**src/rtl/core/swbt_pkg.sv**
```systemverilog
package swbt_pkg;

   // Queue between the request decoder and the pin sequencer.
   localparam int unsigned QUEUE_DEPTH_DEF = 2;

   localparam int unsigned CSR_INDEX_W = 3;
   localparam int unsigned CSR_DATA_W  = 16;

   // Register indexes on the configuration port.
   localparam logic [CSR_INDEX_W-1:0] CSR_UNIT_TICKS      = 3'd0;
   localparam logic [CSR_INDEX_W-1:0] CSR_LONG_FACTOR     = 3'd1;
   localparam logic [CSR_INDEX_W-1:0] CSR_CONDITION_TICKS = 3'd2;
   localparam logic [CSR_INDEX_W-1:0] CSR_DETECT_DELAY    = 3'd3;
   localparam logic [CSR_INDEX_W-1:0] CSR_DETECT_LOW      = 3'd4;
   localparam logic [CSR_INDEX_W-1:0] CSR_WINDOW_TICKS    = 3'd5;
   localparam logic [CSR_INDEX_W-1:0] CSR_SHUTDOWN_TICKS  = 3'd6;
   localparam logic [CSR_INDEX_W-1:0] CSR_DEVICE_ADDRESS  = 3'd7;

   localparam logic [7:0]  RST_UNIT_TICKS      = 8'd3;
   localparam logic [3:0]  RST_LONG_FACTOR     = 4'd3;
   localparam logic [7:0]  RST_CONDITION_TICKS = 8'd3;
   localparam logic [11:0] RST_DETECT_DELAY    = 12'd200;
   localparam logic [11:0] RST_DETECT_LOW      = 12'd300;
   localparam logic [11:0] RST_WINDOW_TICKS    = 12'd1000;
   localparam logic [15:0] RST_SHUTDOWN_TICKS  = 16'd3000;
   localparam logic [7:0]  RST_DEVICE_ADDRESS  = 8'h72;

   localparam logic [7:0] SKIP_ONCE_BRIGHTNESS = 8'd132;

   typedef enum logic [8:0] {
      PH_IDLE  = 9'b000000001,
      PH_SHUT  = 9'b000000010,
      PH_DHIGH = 9'b000000100,
      PH_DLOW  = 9'b000001000,
      PH_DREST = 9'b000010000,
      PH_START = 9'b000100000,
      PH_BLOW  = 9'b001000000,
      PH_BHIGH = 9'b010000000,
      PH_END   = 9'b100000000
   } phase_type;

   typedef enum logic {
      ITEM_TICK    = 1'b0,
      ITEM_REQUEST = 1'b1
   } item_kind_type;

   typedef struct packed {
      logic [7:0]  unit_ticks;
      logic [3:0]  long_factor;
      logic [7:0]  condition_ticks;
      logic [11:0] detect_delay_ticks;
      logic [11:0] detect_low_ticks;
      logic [11:0] window_ticks;
      logic [15:0] shutdown_ticks;
      logic [7:0]  device_address;
   } cfg_type;

   typedef struct packed {
      item_kind_type kind;
      logic [4:0]    level;
      logic          is_default;
   } item_type;

   typedef struct packed {
      phase_type   phase;
      logic [15:0] countdown;
      logic [2:0]  bit_pos;
      logic        second_byte;
      logic        pin;
   } seq_state_type;

   // Enters a phase: sets the pin and loads the phase duration; entering idle keeps the pin.
   function automatic seq_state_type enter_phase(seq_state_type st, phase_type p,
                                                 logic [4:0] pending, cfg_type cfg);
      logic [11:0]   long_ticks;
      logic [12:0]   used;
      logic [12:0]   window_ext;
      logic [7:0]    byte_val;
      logic          bit_val;
      seq_state_type nx;
      long_ticks = 12'({4'd0, cfg.unit_ticks} * {8'd0, cfg.long_factor});
      used       = {1'b0, cfg.detect_delay_ticks} + {1'b0, cfg.detect_low_ticks};
      window_ext = {1'b0, cfg.window_ticks};
      byte_val   = st.second_byte ? {3'd0, pending} : cfg.device_address;
      bit_val    = byte_val[st.bit_pos];
      nx         = st;
      nx.phase   = p;
      unique case (p)
         PH_SHUT: begin
            nx.pin       = 1'b0;
            nx.countdown = cfg.shutdown_ticks;
         end
         PH_DHIGH: begin
            nx.pin       = 1'b1;
            nx.countdown = {4'd0, cfg.detect_delay_ticks};
         end
         PH_DLOW: begin
            nx.pin       = 1'b0;
            nx.countdown = {4'd0, cfg.detect_low_ticks};
         end
         PH_DREST: begin
            nx.pin       = 1'b1;
            nx.countdown = (window_ext > used) ? {3'd0, window_ext - used} : 16'd0;
         end
         PH_START: begin
            nx.pin       = 1'b1;
            nx.bit_pos   = 3'd7;
            nx.countdown = {8'd0, cfg.condition_ticks};
         end
         PH_BLOW: begin
            nx.pin       = 1'b0;
            nx.countdown = bit_val ? {8'd0, cfg.unit_ticks} : {4'd0, long_ticks};
         end
         PH_BHIGH: begin
            nx.pin       = 1'b1;
            nx.countdown = bit_val ? {4'd0, long_ticks} : {8'd0, cfg.unit_ticks};
         end
         PH_END: begin
            nx.pin       = 1'b0;
            nx.countdown = {8'd0, cfg.condition_ticks};
         end
         default: begin
            nx.phase     = PH_IDLE;
            nx.countdown = 16'd0;
         end
      endcase
      return nx;
   endfunction

   // Moves from a phase whose time has run out to the next one.
   function automatic seq_state_type advance_phase(seq_state_type st, logic [4:0] pending,
                                                   cfg_type cfg);
      seq_state_type nx;
      nx = st;
      unique case (st.phase)
         PH_SHUT:  nx = enter_phase(st, (pending != 5'd0) ? PH_DHIGH : PH_IDLE, pending, cfg);
         PH_DHIGH: nx = enter_phase(st, PH_DLOW, pending, cfg);
         PH_DLOW:  nx = enter_phase(st, PH_DREST, pending, cfg);
         PH_DREST: nx = enter_phase(st, PH_START, pending, cfg);
         PH_START: nx = enter_phase(st, PH_BLOW, pending, cfg);
         PH_BLOW:  nx = enter_phase(st, PH_BHIGH, pending, cfg);
         PH_BHIGH: begin
            if (st.bit_pos == 3'd0) begin
               nx = enter_phase(st, PH_END, pending, cfg);
            end else begin
               nx.bit_pos = st.bit_pos - 3'd1;
               nx = enter_phase(nx, PH_BLOW, pending, cfg);
            end
         end
         PH_END: begin
            nx.pin = 1'b1;
            if (!st.second_byte) begin
               nx.second_byte = 1'b1;
               nx = enter_phase(nx, PH_START, pending, cfg);
            end else begin
               nx.second_byte = 1'b0;
               nx = enter_phase(nx, PH_IDLE, pending, cfg);
            end
         end
         default: nx = enter_phase(st, PH_IDLE, pending, cfg);
      endcase
      return nx;
   endfunction

endpackage

```
**src/rtl/core/swbt_req_if.sv**
```systemverilog
interface swbt_req_if;
   logic       valid;
   logic       ready;
   logic       mode;
   logic [7:0] brightness;

   modport source (output valid, output mode, output brightness, input ready);
   modport sink   (input valid, input mode, input brightness, output ready);
endinterface

```
**src/rtl/core/swbt_rsp_if.sv**
```systemverilog
interface swbt_rsp_if;
   logic valid;
   logic ready;
   logic pin_level;
   logic busy_res;
   logic dropped;

   modport source (output valid, output pin_level, output busy_res, output dropped,
                   input ready);
   modport sink   (input valid, input pin_level, input busy_res, input dropped,
                   output ready);
endinterface

```
**src/rtl/core/swbt_front.sv**
```systemverilog
module swbt_front (
   swbt_req_if.sink           req_if,
   input  logic               queue_full,
   output logic               push_valid,
   output swbt_pkg::item_type push_item
);
   import swbt_pkg::*;

   // A transaction is taken whenever the queue has room; the sequencer state
   // decides later what a request actually does.
   assign req_if.ready = !queue_full;
   assign push_valid   = req_if.valid && !queue_full;

   always_comb begin
      push_item.kind       = req_if.mode ? ITEM_REQUEST : ITEM_TICK;
      push_item.level      = req_if.brightness[7:3];
      push_item.is_default = (req_if.brightness == SKIP_ONCE_BRIGHTNESS);
   end

endmodule

```
**src/rtl/core/swbt_queue.sv**
```systemverilog
module swbt_queue #(
   parameter int unsigned DEPTH = swbt_pkg::QUEUE_DEPTH_DEF
) (
   input  logic               clock,
   input  logic               reset,
   input  logic               push_valid,
   input  swbt_pkg::item_type push_item,
   output logic               full,
   output logic               pop_valid,
   output swbt_pkg::item_type pop_item,
   input  logic               pop
);
   import swbt_pkg::*;

   localparam int unsigned PTR_W = $clog2(DEPTH);
   localparam int unsigned CNT_W = $clog2(DEPTH + 1);

   item_type           entries_ff [DEPTH];
   logic [PTR_W-1:0]   wr_ptr_ff, wr_ptr_in;
   logic [PTR_W-1:0]   rd_ptr_ff, rd_ptr_in;
   logic [CNT_W-1:0]   count_ff, count_in;
   logic               do_push;
   logic               do_pop;

   assign full      = (count_ff == CNT_W'(DEPTH));
   assign pop_valid = (count_ff != '0);
   assign pop_item  = entries_ff[rd_ptr_ff];
   assign do_push   = push_valid && !full;
   assign do_pop    = pop && pop_valid;

   always_comb begin
      wr_ptr_in = wr_ptr_ff;
      rd_ptr_in = rd_ptr_ff;
      count_in  = count_ff;
      if (do_push) begin
         wr_ptr_in = (wr_ptr_ff == PTR_W'(DEPTH - 1)) ? '0 : wr_ptr_ff + PTR_W'(1);
      end
      if (do_pop) begin
         rd_ptr_in = (rd_ptr_ff == PTR_W'(DEPTH - 1)) ? '0 : rd_ptr_ff + PTR_W'(1);
      end
      if (do_push && !do_pop) begin
         count_in = count_ff + CNT_W'(1);
      end else if (do_pop && !do_push) begin
         count_in = count_ff - CNT_W'(1);
      end
   end

   always_ff @(posedge clock) begin
      if (reset) begin
         wr_ptr_ff <= '0;
         rd_ptr_ff <= '0;
         count_ff  <= '0;
      end else begin
         wr_ptr_ff <= wr_ptr_in;
         rd_ptr_ff <= rd_ptr_in;
         count_ff  <= count_in;
      end
   end

   always_ff @(posedge clock) begin
      if (do_push) begin
         entries_ff[wr_ptr_ff] <= push_item;
      end
   end

endmodule

```
**src/rtl/core/swbt_back.sv**
```systemverilog
module swbt_back (
   input  logic               clock,
   input  logic               reset,
   input  swbt_pkg::cfg_type  cfg,
   input  logic               item_valid,
   input  swbt_pkg::item_type item,
   output logic               item_pop,
   swbt_rsp_if.source         rsp_if
);
   import swbt_pkg::*;

   seq_state_type seq_ff, seq_in;
   logic [4:0]    pending_ff, pending_in;
   logic [4:0]    last_level_ff, last_level_in;
   logic          last_valid_ff, last_valid_in;
   logic          initialized_ff, initialized_in;
   logic          default_seen_ff, default_seen_in;
   // Set while a transaction still has zero-length phases to skip.
   logic          active_ff, active_in;
   logic          rsp_valid_ff, rsp_valid_in;
   logic          rsp_pin_ff, rsp_pin_in;
   logic          rsp_busy_ff, rsp_busy_in;
   logic          rsp_dropped_ff, rsp_dropped_in;

   logic          out_free;
   logic          stepped;
   logic          drop;
   logic          need_more;
   seq_state_type work;

   assign out_free = !rsp_valid_ff || rsp_if.ready;
   assign item_pop = !active_ff && item_valid && out_free;

   always_comb begin
      work            = seq_ff;
      pending_in      = pending_ff;
      last_level_in   = last_level_ff;
      last_valid_in   = last_valid_ff;
      initialized_in  = initialized_ff;
      default_seen_in = default_seen_ff;
      drop            = 1'b0;
      stepped         = 1'b0;

      if (active_ff) begin
         if (out_free) begin
            stepped = 1'b1;
            work    = advance_phase(seq_ff, pending_ff, cfg);
         end
      end else if (item_pop) begin
         stepped = 1'b1;
         unique case (item.kind)
            ITEM_TICK: begin
               if (seq_ff.phase != PH_IDLE) begin
                  if (seq_ff.countdown != 16'd0) begin
                     work.countdown = seq_ff.countdown - 16'd1;
                  end
                  if (work.countdown == 16'd0) begin
                     work = advance_phase(work, pending_ff, cfg);
                  end
               end
            end
            ITEM_REQUEST: begin
               if (seq_ff.phase != PH_IDLE) begin
                  drop = 1'b1;
               end else if (item.is_default && !default_seen_ff) begin
                  default_seen_in = 1'b1;
               end else if (!(last_valid_ff && (item.level == last_level_ff))) begin
                  last_level_in    = item.level;
                  last_valid_in    = 1'b1;
                  pending_in       = item.level;
                  work.second_byte = 1'b0;
                  if (item.level == 5'd0) begin
                     initialized_in = 1'b0;
                     work = enter_phase(work, PH_SHUT, item.level, cfg);
                  end else if (!initialized_ff) begin
                     initialized_in = 1'b1;
                     work = enter_phase(work, PH_SHUT, item.level, cfg);
                  end else begin
                     work = enter_phase(work, PH_START, item.level, cfg);
                  end
               end
            end
            default: ;
         endcase
      end

      seq_in    = work;
      need_more = (work.phase != PH_IDLE) && (work.countdown == 16'd0);
      active_in = stepped ? need_more : active_ff;

      rsp_pin_in     = rsp_pin_ff;
      rsp_busy_in    = rsp_busy_ff;
      rsp_dropped_in = rsp_dropped_ff;
      if (stepped && !need_more) begin
         rsp_valid_in   = 1'b1;
         rsp_pin_in     = work.pin;
         rsp_busy_in    = (work.phase != PH_IDLE);
         rsp_dropped_in = drop;
      end else if (rsp_if.ready) begin
         rsp_valid_in = 1'b0;
      end else begin
         rsp_valid_in = rsp_valid_ff;
      end
   end

   always_ff @(posedge clock) begin
      if (reset) begin
         seq_ff.phase       <= PH_IDLE;
         seq_ff.countdown   <= 16'd0;
         seq_ff.bit_pos     <= 3'd7;
         seq_ff.second_byte <= 1'b0;
         seq_ff.pin         <= 1'b1;
         pending_ff         <= 5'd0;
         last_level_ff      <= 5'd0;
         last_valid_ff      <= 1'b0;
         initialized_ff     <= 1'b0;
         default_seen_ff    <= 1'b0;
         active_ff          <= 1'b0;
         rsp_valid_ff       <= 1'b0;
      end else begin
         seq_ff             <= seq_in;
         pending_ff         <= pending_in;
         last_level_ff      <= last_level_in;
         last_valid_ff      <= last_valid_in;
         initialized_ff     <= initialized_in;
         default_seen_ff    <= default_seen_in;
         active_ff          <= active_in;
         rsp_valid_ff       <= rsp_valid_in;
      end
   end

   always_ff @(posedge clock) begin
      rsp_pin_ff     <= rsp_pin_in;
      rsp_busy_ff    <= rsp_busy_in;
      rsp_dropped_ff <= rsp_dropped_in;
   end

   assign rsp_if.valid     = rsp_valid_ff;
   assign rsp_if.pin_level = rsp_pin_ff;
   assign rsp_if.busy_res  = rsp_busy_ff;
   assign rsp_if.dropped   = rsp_dropped_ff;

endmodule

```
**src/rtl/core/single_wire_backlight_transmitter_top.sv**
```systemverilog
// Channel   Direction  Payload                        Handshake
// req_if    in         mode, brightness               valid / ready
// rsp_if    out        pin_level, busy_res, dropped   valid / ready
// csr_*     in         csr_index, csr_data            csr_write_en, no back-pressure
//
// One transaction per cycle is sustained while the output is free: each tick or request
// is one sequencer step, and each further zero-length phase holds new items for a step.
// Results appear in the output register in the cycle after the sequencer finishes.
// Reset is synchronous and restores the register defaults and an idle, high pin.
// A small queue separates input acceptance from the sequencer, so either side may stall.
module single_wire_backlight_transmitter_top #(
   parameter int unsigned QUEUE_DEPTH = swbt_pkg::QUEUE_DEPTH_DEF
) (
   input  logic                              clock,
   input  logic                              reset,
   swbt_req_if.sink                          req_if,
   swbt_rsp_if.source                        rsp_if,
   input  logic                              csr_write_en,
   input  logic [swbt_pkg::CSR_INDEX_W-1:0]  csr_index,
   input  logic [swbt_pkg::CSR_DATA_W-1:0]   csr_data
);
   import swbt_pkg::*;

   cfg_type  cfg_ff;
   logic     queue_full;
   logic     push_valid;
   item_type push_item;
   logic     pop_valid;
   item_type pop_item;
   logic     pop;

   always_ff @(posedge clock) begin
      if (reset) begin
         cfg_ff.unit_ticks         <= RST_UNIT_TICKS;
         cfg_ff.long_factor        <= RST_LONG_FACTOR;
         cfg_ff.condition_ticks    <= RST_CONDITION_TICKS;
         cfg_ff.detect_delay_ticks <= RST_DETECT_DELAY;
         cfg_ff.detect_low_ticks   <= RST_DETECT_LOW;
         cfg_ff.window_ticks       <= RST_WINDOW_TICKS;
         cfg_ff.shutdown_ticks     <= RST_SHUTDOWN_TICKS;
         cfg_ff.device_address     <= RST_DEVICE_ADDRESS;
      end else if (csr_write_en) begin
         unique case (csr_index)
            CSR_UNIT_TICKS:      cfg_ff.unit_ticks         <= csr_data[7:0];
            CSR_LONG_FACTOR:     cfg_ff.long_factor        <= csr_data[3:0];
            CSR_CONDITION_TICKS: cfg_ff.condition_ticks    <= csr_data[7:0];
            CSR_DETECT_DELAY:    cfg_ff.detect_delay_ticks <= csr_data[11:0];
            CSR_DETECT_LOW:      cfg_ff.detect_low_ticks   <= csr_data[11:0];
            CSR_WINDOW_TICKS:    cfg_ff.window_ticks       <= csr_data[11:0];
            CSR_SHUTDOWN_TICKS:  cfg_ff.shutdown_ticks     <= csr_data;
            CSR_DEVICE_ADDRESS:  cfg_ff.device_address     <= csr_data[7:0];
            default: ;
         endcase
      end
   end

   swbt_front u_front (
      .req_if     (req_if),
      .queue_full (queue_full),
      .push_valid (push_valid),
      .push_item  (push_item)
   );

   swbt_queue #(
      .DEPTH (QUEUE_DEPTH)
   ) u_queue (
      .clock      (clock),
      .reset      (reset),
      .push_valid (push_valid),
      .push_item  (push_item),
      .full       (queue_full),
      .pop_valid  (pop_valid),
      .pop_item   (pop_item),
      .pop        (pop)
   );

   swbt_back u_back (
      .clock      (clock),
      .reset      (reset),
      .cfg        (cfg_ff),
      .item_valid (pop_valid),
      .item       (pop_item),
      .item_pop   (pop),
      .rsp_if     (rsp_if)
   );

endmodule
```
**src/flat_wrapper.sv**
```systemverilog
// flat-port wrapper written by rule: the top's interface ports become plain ports
module single_wire_backlight_transmitter_top_flat import swbt_pkg::*;
#(
   parameter int unsigned QUEUE_DEPTH = swbt_pkg::QUEUE_DEPTH_DEF
)
  (clock, reset, csr_write_en, csr_index, csr_data, req_if_valid, req_if_mode, req_if_brightness, req_if_ready, rsp_if_valid, rsp_if_pin_level, rsp_if_busy_res, rsp_if_dropped, rsp_if_ready);
  swbt_req_if req_if_i ();
  swbt_rsp_if rsp_if_i ();
  input  logic clock;
  input  logic reset;
  input  logic csr_write_en;
  input  logic [swbt_pkg::CSR_INDEX_W-1:0] csr_index;
  input  logic [swbt_pkg::CSR_DATA_W-1:0] csr_data;
  input wire logic [$bits(req_if_i.valid)-1:0] req_if_valid;
  input wire logic [$bits(req_if_i.mode)-1:0] req_if_mode;
  input wire logic [$bits(req_if_i.brightness)-1:0] req_if_brightness;
  output wire logic [$bits(req_if_i.ready)-1:0] req_if_ready;
  output wire logic [$bits(rsp_if_i.valid)-1:0] rsp_if_valid;
  output wire logic [$bits(rsp_if_i.pin_level)-1:0] rsp_if_pin_level;
  output wire logic [$bits(rsp_if_i.busy_res)-1:0] rsp_if_busy_res;
  output wire logic [$bits(rsp_if_i.dropped)-1:0] rsp_if_dropped;
  input wire logic [$bits(rsp_if_i.ready)-1:0] rsp_if_ready;
  assign req_if_i.valid = req_if_valid;
  assign req_if_i.mode = req_if_mode;
  assign req_if_i.brightness = req_if_brightness;
  assign req_if_ready = req_if_i.ready;
  assign rsp_if_valid = rsp_if_i.valid;
  assign rsp_if_pin_level = rsp_if_i.pin_level;
  assign rsp_if_busy_res = rsp_if_i.busy_res;
  assign rsp_if_dropped = rsp_if_i.dropped;
  assign rsp_if_i.ready = rsp_if_ready;
  single_wire_backlight_transmitter_top #(.QUEUE_DEPTH(QUEUE_DEPTH)) u_core (.clock(clock), .reset(reset), .req_if(req_if_i), .rsp_if(rsp_if_i), .csr_write_en(csr_write_en), .csr_index(csr_index), .csr_data(csr_data));
endmodule
```
**config.mk**
```make
export PLATFORM = sky130hd
export DESIGN_NAME = single_wire_backlight_transmitter_top_flat
export DESIGN_NICKNAME = d
export VERILOG_FILES = /design/src/rtl/core/swbt_pkg.sv /design/src/rtl/core/swbt_req_if.sv /design/src/rtl/core/swbt_rsp_if.sv /design/src/rtl/core/swbt_front.sv /design/src/rtl/core/swbt_queue.sv /design/src/rtl/core/swbt_back.sv /design/src/rtl/core/single_wire_backlight_transmitter_top.sv /design/src/flat_wrapper.sv
export SDC_FILE = /design/constraint.sdc
export NUM_CORES = 1
export LEC_CHECK = 0
export ABC_AREA = 1
export BUFFER_PORTS_ARGS = -buffer_cell sky130_fd_sc_hd__buf_2
export CAP_MARGIN = 20
export CELL_PAD_IN_SITES_DETAIL_PLACEMENT = 0
export CELL_PAD_IN_SITES_GLOBAL_PLACEMENT = 1
export CORE_MARGIN = 2
export CORE_UTILIZATION = 45
export DETAILED_ROUTE_END_ITERATION = 6
export MAX_ROUTING_LAYER = met4
export PLACE_DENSITY = 0.89
export REMOVE_ABC_BUFFERS = 1
export SKIP_CTS_REPAIR_TIMING = 1
export SYNTH_ARGS = -nofsm -noshare
export SYNTH_HDL_FRONTEND = slang
export SYNTH_SLANG_ARGS = --single-unit
```
**constraint.sdc**
```tcl
create_clock -name clock -period 5.5 [get_ports clock]
set_input_delay 1.1 -clock clock [delete_from_list [all_inputs] [get_ports clock]]
set_output_delay 1.1 -clock clock [all_outputs]
set_load 0.02 [all_outputs]
```
# Yosys cells after proc, flatten, opt, wreduce, memory -nomap -nowiden
# Memories as Yosys holds them, arrays and structs flattened. A register that Yosys moved wholly into a read port is not among the register bits.
# Index checks and enable logic that the tools add are counted.
# word_totals
in_bits	33
ramBits	14
output_inout_bits	5
register_bits	127
memories	1
word_cells	176
# memory_table
memory	depth	word_bits	read_ports	rd_clocked_by_memory_dff	wr	line	rtl
u_core.u_queue.entries_ff	2	7	1	1	1	swbt_queue.sv:18	item_type entries_ff [DEPTH];
# classes
n_eq_ne	36
bitwise	6
muxes	49
mul	1
order_cmp	3
n_addsub	8
n_reduce_logical	47
# ops
operator	count
2-to-1 mux 30 bit	9
case mux 30 bit (8 select lines)	1
case mux 16 bit (7 select lines)	1
2-to-1 mux 27 bit	3
2-to-1 mux 16 bit	5
case mux 30 bit (2 select lines)	1
2-to-1 mux 12 bit	3
logical NOT 16 bit	2
!= test 3 bit, second input constant	6
!= test 9 x 1 -> 1 bit, second input constant	2
2-to-1 mux 1 bit	16
AND reduction 2 bit	8
nonzero test 16 bit	1
subtractor 16 x 1 -> 16 bit, second input constant	1
== test 3 bit, second input constant	5
adder 12 x 12 -> 13 bit	1
> comparator 12 x 13 -> 1 bit	1
2-to-1 mux 13 bit	1
subtractor 12 x 13 -> 13 bit	1
multiplier 8 x 4 -> 12 bit	1
logical AND 1 bit	11
== test 3 x 2 -> 1 bit, second input constant	3
== test 3 x 9 -> 1 bit, second input constant	1
== test 9 x 2 -> 1 bit, second input constant	1
other kinds (43)	65

# Depth between registers and ports, before layout
# logic_depth
depth_word	17
ltp_mapped	33
mapped_depth_nobuf	33

# Hierarchy
# A second synthesis with hierarchy kept.
# unflattened
hier_cells	1733
hier_area_um2	10826.6
# by_module_without_submodules
mod	seq_area_each_um2	cells_per_inst	area_each_um2	n_inst
swbt_back	890.9	1218	6909.1	1
single_wire_backlight_transmitter_top	1601.5	438	3079.2	1
swbt_queue	520.5	59	748.2	1
swbt_front	0.0	18	90.1	1

# Worst setup path before layout
# Ideal clock, no wire load.
# synth_path
path_type	reg-to-reg
startpoint	register u_core.cfg_ff[38] in the netlist's numbering
endpoint	register u_core.u_back.rsp_busy_ff (netlist: u_core.u_back.rsp_if.busy_res), enable pin
stages_incl_launch_ff	34
arrival_ps	3898
n_path_buf	0
required_time_ps	5253
synth_period_minus_slack_ps	4145
path_slack_ps	1355
setup_ps	247
path_cell_list	dfxtp_1 > ha_1 > nand3_1 > nand2_1 > a21oi_1 > o21bai_1 > a21oi_1 > o21bai_1 > a21oi_1 > o21bai_1 > a21oi_1 > nor2_1 > nor2_1 > xor2_1 > ha_1 > inv_1 > nor3_1 > nand2_1 > nor2_1 > nor2_1 > nand3_1 > inv_1 > a21oi_1 > nand3_1 > nand2_1 > nand2_1 > nand2_1 > nand2_1 > nor2_1 > nand2_1 > nor2_2 > nand3_2 > nand2_2 > inv_1
# synth_between
elab_chain_cells	14
elab_cells_between_ends	16
cone_classes	add/sub (2); order compare (1); mux (9); reduce/logical (4)
# synth_lines
element	line	rtl
start: declaration	single_wire_backlight_transmitter_top.sv:24	cfg_type cfg_ff;
adder 12 x 12 -> 13 bit	-	
subtractor 12 x 13 -> 13 bit or > comparator 12 x 13 -> 1 bit (tied branches)	swbt_pkg.sv:103	nx.countdown = (window_ext > used) ? {3'd0, window_ext - used} : 16'd0;
2-to-1 mux 13 bit	swbt_pkg.sv:103	
case mux 16 bit (7 select lines)	swbt_pkg.sv:88	unique case (p)
case mux 30 bit (8 select lines) (*)	swbt_pkg.sv:135	unique case (st.phase)
2-to-1 mux 30 bit	swbt_back.sv:57	if (work.countdown == 16'd0) begin
2-to-1 mux 30 bit	swbt_back.sv:53	if (seq_ff.phase != PH_IDLE) begin
case mux 30 bit (2 select lines)	swbt_back.sv:51	unique case (item.kind)
2-to-1 mux 30 bit	swbt_back.sv:49	end else if (item_pop) begin
2-to-1 mux 30 bit (*)	swbt_back.sv:44	if (active_ff) begin
logical NOT 16 bit (*)	swbt_back.sv:88	need_more = (work.phase != PH_IDLE) && (work.countdown == 16'd0);
logical AND 1 bit (*)	swbt_back.sv:88	
logical NOT 1 bit (*)	swbt_back.sv:94	if (stepped && !need_more) begin
logical AND 1 bit (*)	swbt_back.sv:94	
end signal: assignment	swbt_back.sv:134	rsp_busy_ff <= rsp_busy_in;
end: declaration	swbt_back.sv:22	logic rsp_busy_ff, rsp_busy_in;
# Mark *: on every way between the ends. The rest lies on a longest branch, timed or not. The select of a mux whose other input is x is not followed.
# A chain may end at the register's enable or synchronous reset.

# Worst setup path in the final report
# Ends and elaborated chain as after synthesis.

==> results.json <==
{
  "rows": 55,
  "n_antenna_cell": 0,
  "antenna_found_initial": 0,
  "grt_pass1_vias": 10165,
  "worstSetupStartpointType": "flop",
  "numCtsBuffers": 17,
  "ys_seq_elements": 142,
  "grt_first_pass_wirelength_um": 54010,
  "status": "finished clean",
  "hp-class": "flop to flop",
  "synth_ff_type": "dfxtp_1",
  "r2r-end": "u_core.u_back.rsp_if.busy_res",
  "yosysWarnings": 0,
  "die_w_um": 156.5,
  "timing.final.crit_share": 0.8771,
  "core_sq_mm": 0.02271,
  "crit_required_ns": 5.71,
  "grt-ovfl-total": 0,
  "gp_congestion": 0.9922,
  "setup_viol": 0,
  "min_period_ns": 4.824,
  "grt_max_degree": 52,
  "drt-vias-per-instance": 5.507,
  "fin_nets": 1789,
  "timing.rr.start": "u_core.cfg_ff[38]",
  "arrival_ns": 5.03,
  "synthMuxAreaShare": 0,
  "slew_violations": 0,
  "cp-end-kind": "flop",
  "maxCapViolCount": 0,
  "synth.distinct_cells": 46,
  "dp_slack_ns": 0.7706,
  "vias": 10992,
  "cpLargestDelayFamily": "simple AND/OR/NAND/NOR gates",
  "crit_buf_inv": 3,
  "syn2layout_area_growth_pct": 9.566,
  "synth_edf_count": 17,
  "hold_end": "u_core.cfg_ff[15]",
  "clock_latency_ns": 0.45,
  "slew_headroom": 0.3804,
  "antenna_left": 0,
  "synth_area_sq_mm": 0.01046,
  "htree_num_levels": 4,
  "slowest_stage": "ha_1",
  "drt_wl_total_um": 34150,
  "drc_errors": 0,
  "first_iter_violations": 893,
  "clkSlewWorstSetupHoldPaths_ns": 0.07,
  "path_max_fanout": 7,
  "synth_xor_area_frac": 0.02009,
  "worstHoldPathCells": 2,
  "dieHeight_um": 156.5,
  "power_density_mw_per_mm2": 551.6,
  "tns_ns": 0,
  "yosysSeqAreaShare": 0.2879,
  "dieArea_sq_mm": 0.02449,
  "clock_path_buffers": 2,
  "reg2reg_depth": 31,
  "dp_hpwl_um": 25760,
  "final.setup.worst_slack_ns": 0.6758,
  "clock_skew_ns": 0.009366,
  "wire_per_inst_um": 17.11,
  "worst-setup-path-type": "flop to flop",
  "initial_utilization": 0.4608,
  "cts.sinks": 142,
  "cts_root_buffer": "clkbuf_16",
  "synthAdderAreaFrac": 0.07940,
  "finalHoldViolCount": 0,
  "drtPass1Iterations": 6,
  "tightest_slew_ns": 0.9259,
  "grt_setup_unrepaired": "no",
  "io_pins": 38,
  "max_stage_delay_ns": 0.35,
  "synth_top_family_by_area": "simple AND/OR/NAND/NOR gates",
  "track_usage": 0.2951,
  "p_leak_uw": 0.005814,
  "peakVddDrop_uv": 480.6,
  "synth-compound-area-share": 0.1372,
  "drive_above_1_share": 0.08182,
  "dpl-instance-area_sq_mm": 0.01087,
  "cts_tree": "yes",
  "yosys.area_share.simple": 0.3826,
  "worstHoldStart": "u_core.cfg_ff[15]",
  "avgSynthCellArea_sq_um": 6.232,
  "postLayoutCellArea_sq_mm": 0.01146,
  "timing.reg2reg.setup_slack_ns": 0.68,
  "async_reset_ff_frac": 0,
  "netlist_instances": 1679,
  "max_freq_mhz": 207.3,
  "io_buffers": 37
}
[Yosys cell counts, types with 9 or more instances]
cell type | count | area [sq um]
nand2_1 | 495 | 1858
nor2_1 | 217 | 814.5
inv_1 | 192 | 720.7
nand3_1 | 148 | 740.7
dfxtp_1 | 125 | 2502
o21ai_0 | 108 | 540.5
a21oi_1 | 105 | 525.5
ha_1 | 44 | 550.5
clkbuf_1 | 35 | 131.4
edfxtp_1 | 17 | 510.5
nand4_1 | 15 | 93.84
xor2_1 | 15 | 131.4
fa_1 | 14 | 280.3
or2_2 | 12 | 75.07
nor3_1 | 11 | 55.05
nor2_2 | 10 | 62.56
nand2_2 | 9 | 56.30
nor2_4 | 9 | 101.4
xnor2_1 | 9 | 78.83
[power by group]
part	internal [uW]	total [uW]	leakage (uW)	switching [uW]
clock network	651	1220	0.000292	569
registers	1210	1390	0.00118	171
logic	1080	3720	0.00434	2630
[flip-flops by register name (all words and copies together), names as in the netlist, named ones only]
name and count:
u_core.u_back.last_level_ff 5, u_core.u_back.rsp_if.pin_level 1, u_core.u_back.rsp_if.busy_res 1, u_core.cfg_ff 80, u_core.u_back.initialized_ff 1, u_core.u_queue.entries_ff 14, u_core.u_back.last_valid_ff 1, u_core.u_queue.wr_ptr_ff 1
u_core.u_queue.count_ff 2, u_core.u_back.rsp_if.dropped 1, u_core.u_back.active_ff 1, u_core.u_back.seq_ff 30, u_core.u_back.rsp_if.valid 1, u_core.u_queue.rd_ptr_ff 1, u_core.u_back.default_seen_ff 1
[cells by family (layout without fill, tap and decap cells)]
family,count (synthesis),count (layout)
AO/OA/AOI/OAI,263,263
XOR/XNOR,24,24
adder cells (fa/ha/maj),58,58
flip-flops,142,142
AND/OR/NAND/NOR,943,943
buffers and inverters,249,281
[metal layers]
metal | routed length, um | global-route usage
met5 | 0 | -
met4 | 1251 | 0.1127
met3 | 2223 | 0.04957
met2 | 15300 | 0.4558
met1 | 15380 | 0.3875
[worst max path at each step]
stage                                 start                             to  slack [ns]  cells after the start
after floorplan           u_core.cfg_ff[38]  u_core.u_back.rsp_if.busy_res        1.34                     33
after global placement    u_core.cfg_ff[38]  u_core.u_back.rsp_if.busy_res        0.86                     33
after detailed placement  u_core.cfg_ff[38]  u_core.u_back.rsp_if.busy_res        0.77                     31
after CTS                 u_core.cfg_ff[38]  u_core.u_back.rsp_if.busy_res        0.71                     31
after global routing      u_core.cfg_ff[50]  u_core.u_back.rsp_if.busy_res        0.09                     33
final                     u_core.cfg_ff[38]  u_core.u_back.rsp_if.busy_res        0.68                     31
[worst register-to-register path, delay by kind of cell, from the launching register on]
| family | cells | cell delay [ns] |
|---|---|---|
| buffers and inverters | 3 | 0.31 |
| AOI/OAI and AO/OA | 9 | 1.30 |
| adders and majority gates | 2 | 0.68 |
| and+or+nand+nor | 16 | 1.84 |
| DFF | 1 | 0.33 |
| xor gates and xnor gates | 1 | 0.15 |
[area by class of cell]
| type | count | area (sq um) |
|---|---|---|
| clock inverters | 15 | 171.4 |
| flip-flops and latches | 142 | 3013 |
| clock buffers | 17 | 425.4 |
| repair buffers | 47 | 260.3 |
| fillers | 2445 | 11240 |
| multi-input cells | 1288 | 6480 |
| well taps | 285 | 356.6 |
| inverters | 202 | 758.2 |
[stage by stage]
step	hold slack (ns)	std cells	total power, uW	utilization
2_1_floorplan	0.4292	1632	4096	-
3_3_place_gp	0.4398	1964	5035	0.4786
3_5_place_dp	0.4450	1964	5050	0.4786
4_1_cts	0.4603	1996	6266	0.5048
5_1_grt	0.4771	1996	6806	0.5048
6_report	0.4614	1996	6324	0.5048
[cells in the final DEF (no fill, tap or decap), types with 3 or more instances in the layout]
master / Yosys / final
nand2_1: 495 / 495
nor2_1: 217 / 217
inv_1: 192 / 191
nand3_1: 148 / 148
dfxtp_1: 125 / 125
o21ai_0: 108 / 108
a21oi_1: 105 / 105
ha_1: 44 / 44
buf_2: 7 / 37
clkbuf_16: 0 / 17
edfxtp_1: 17 / 17
xor2_1: 15 / 15
nand4_1: 15 / 15
fa_1: 14 / 14
or2_2: 12 / 12
nor3_1: 11 / 11
nor2_2: 10 / 10
buf_4: 1 / 10
xnor2_1: 9 / 9
nand2_2: 9 / 9
nor2_4: 9 / 9
nand3_2: 7 / 7
o211ai_1: 7 / 7
inv_2: 5 / 6
a22oi_1: 6 / 6
o22ai_1: 6 / 6
clkinv_1: 5 / 5
o21bai_1: 5 / 5
inv_6: 0 / 5
inv_8: 0 / 5
o21ai_1: 4 / 4
a31oi_1: 4 / 4
o221ai_1: 4 / 4
nand3b_1: 3 / 3
o21ai_2: 3 / 3
a21oi_2: 3 / 3
No activity file was read; power rests on OpenSTA's default activity.
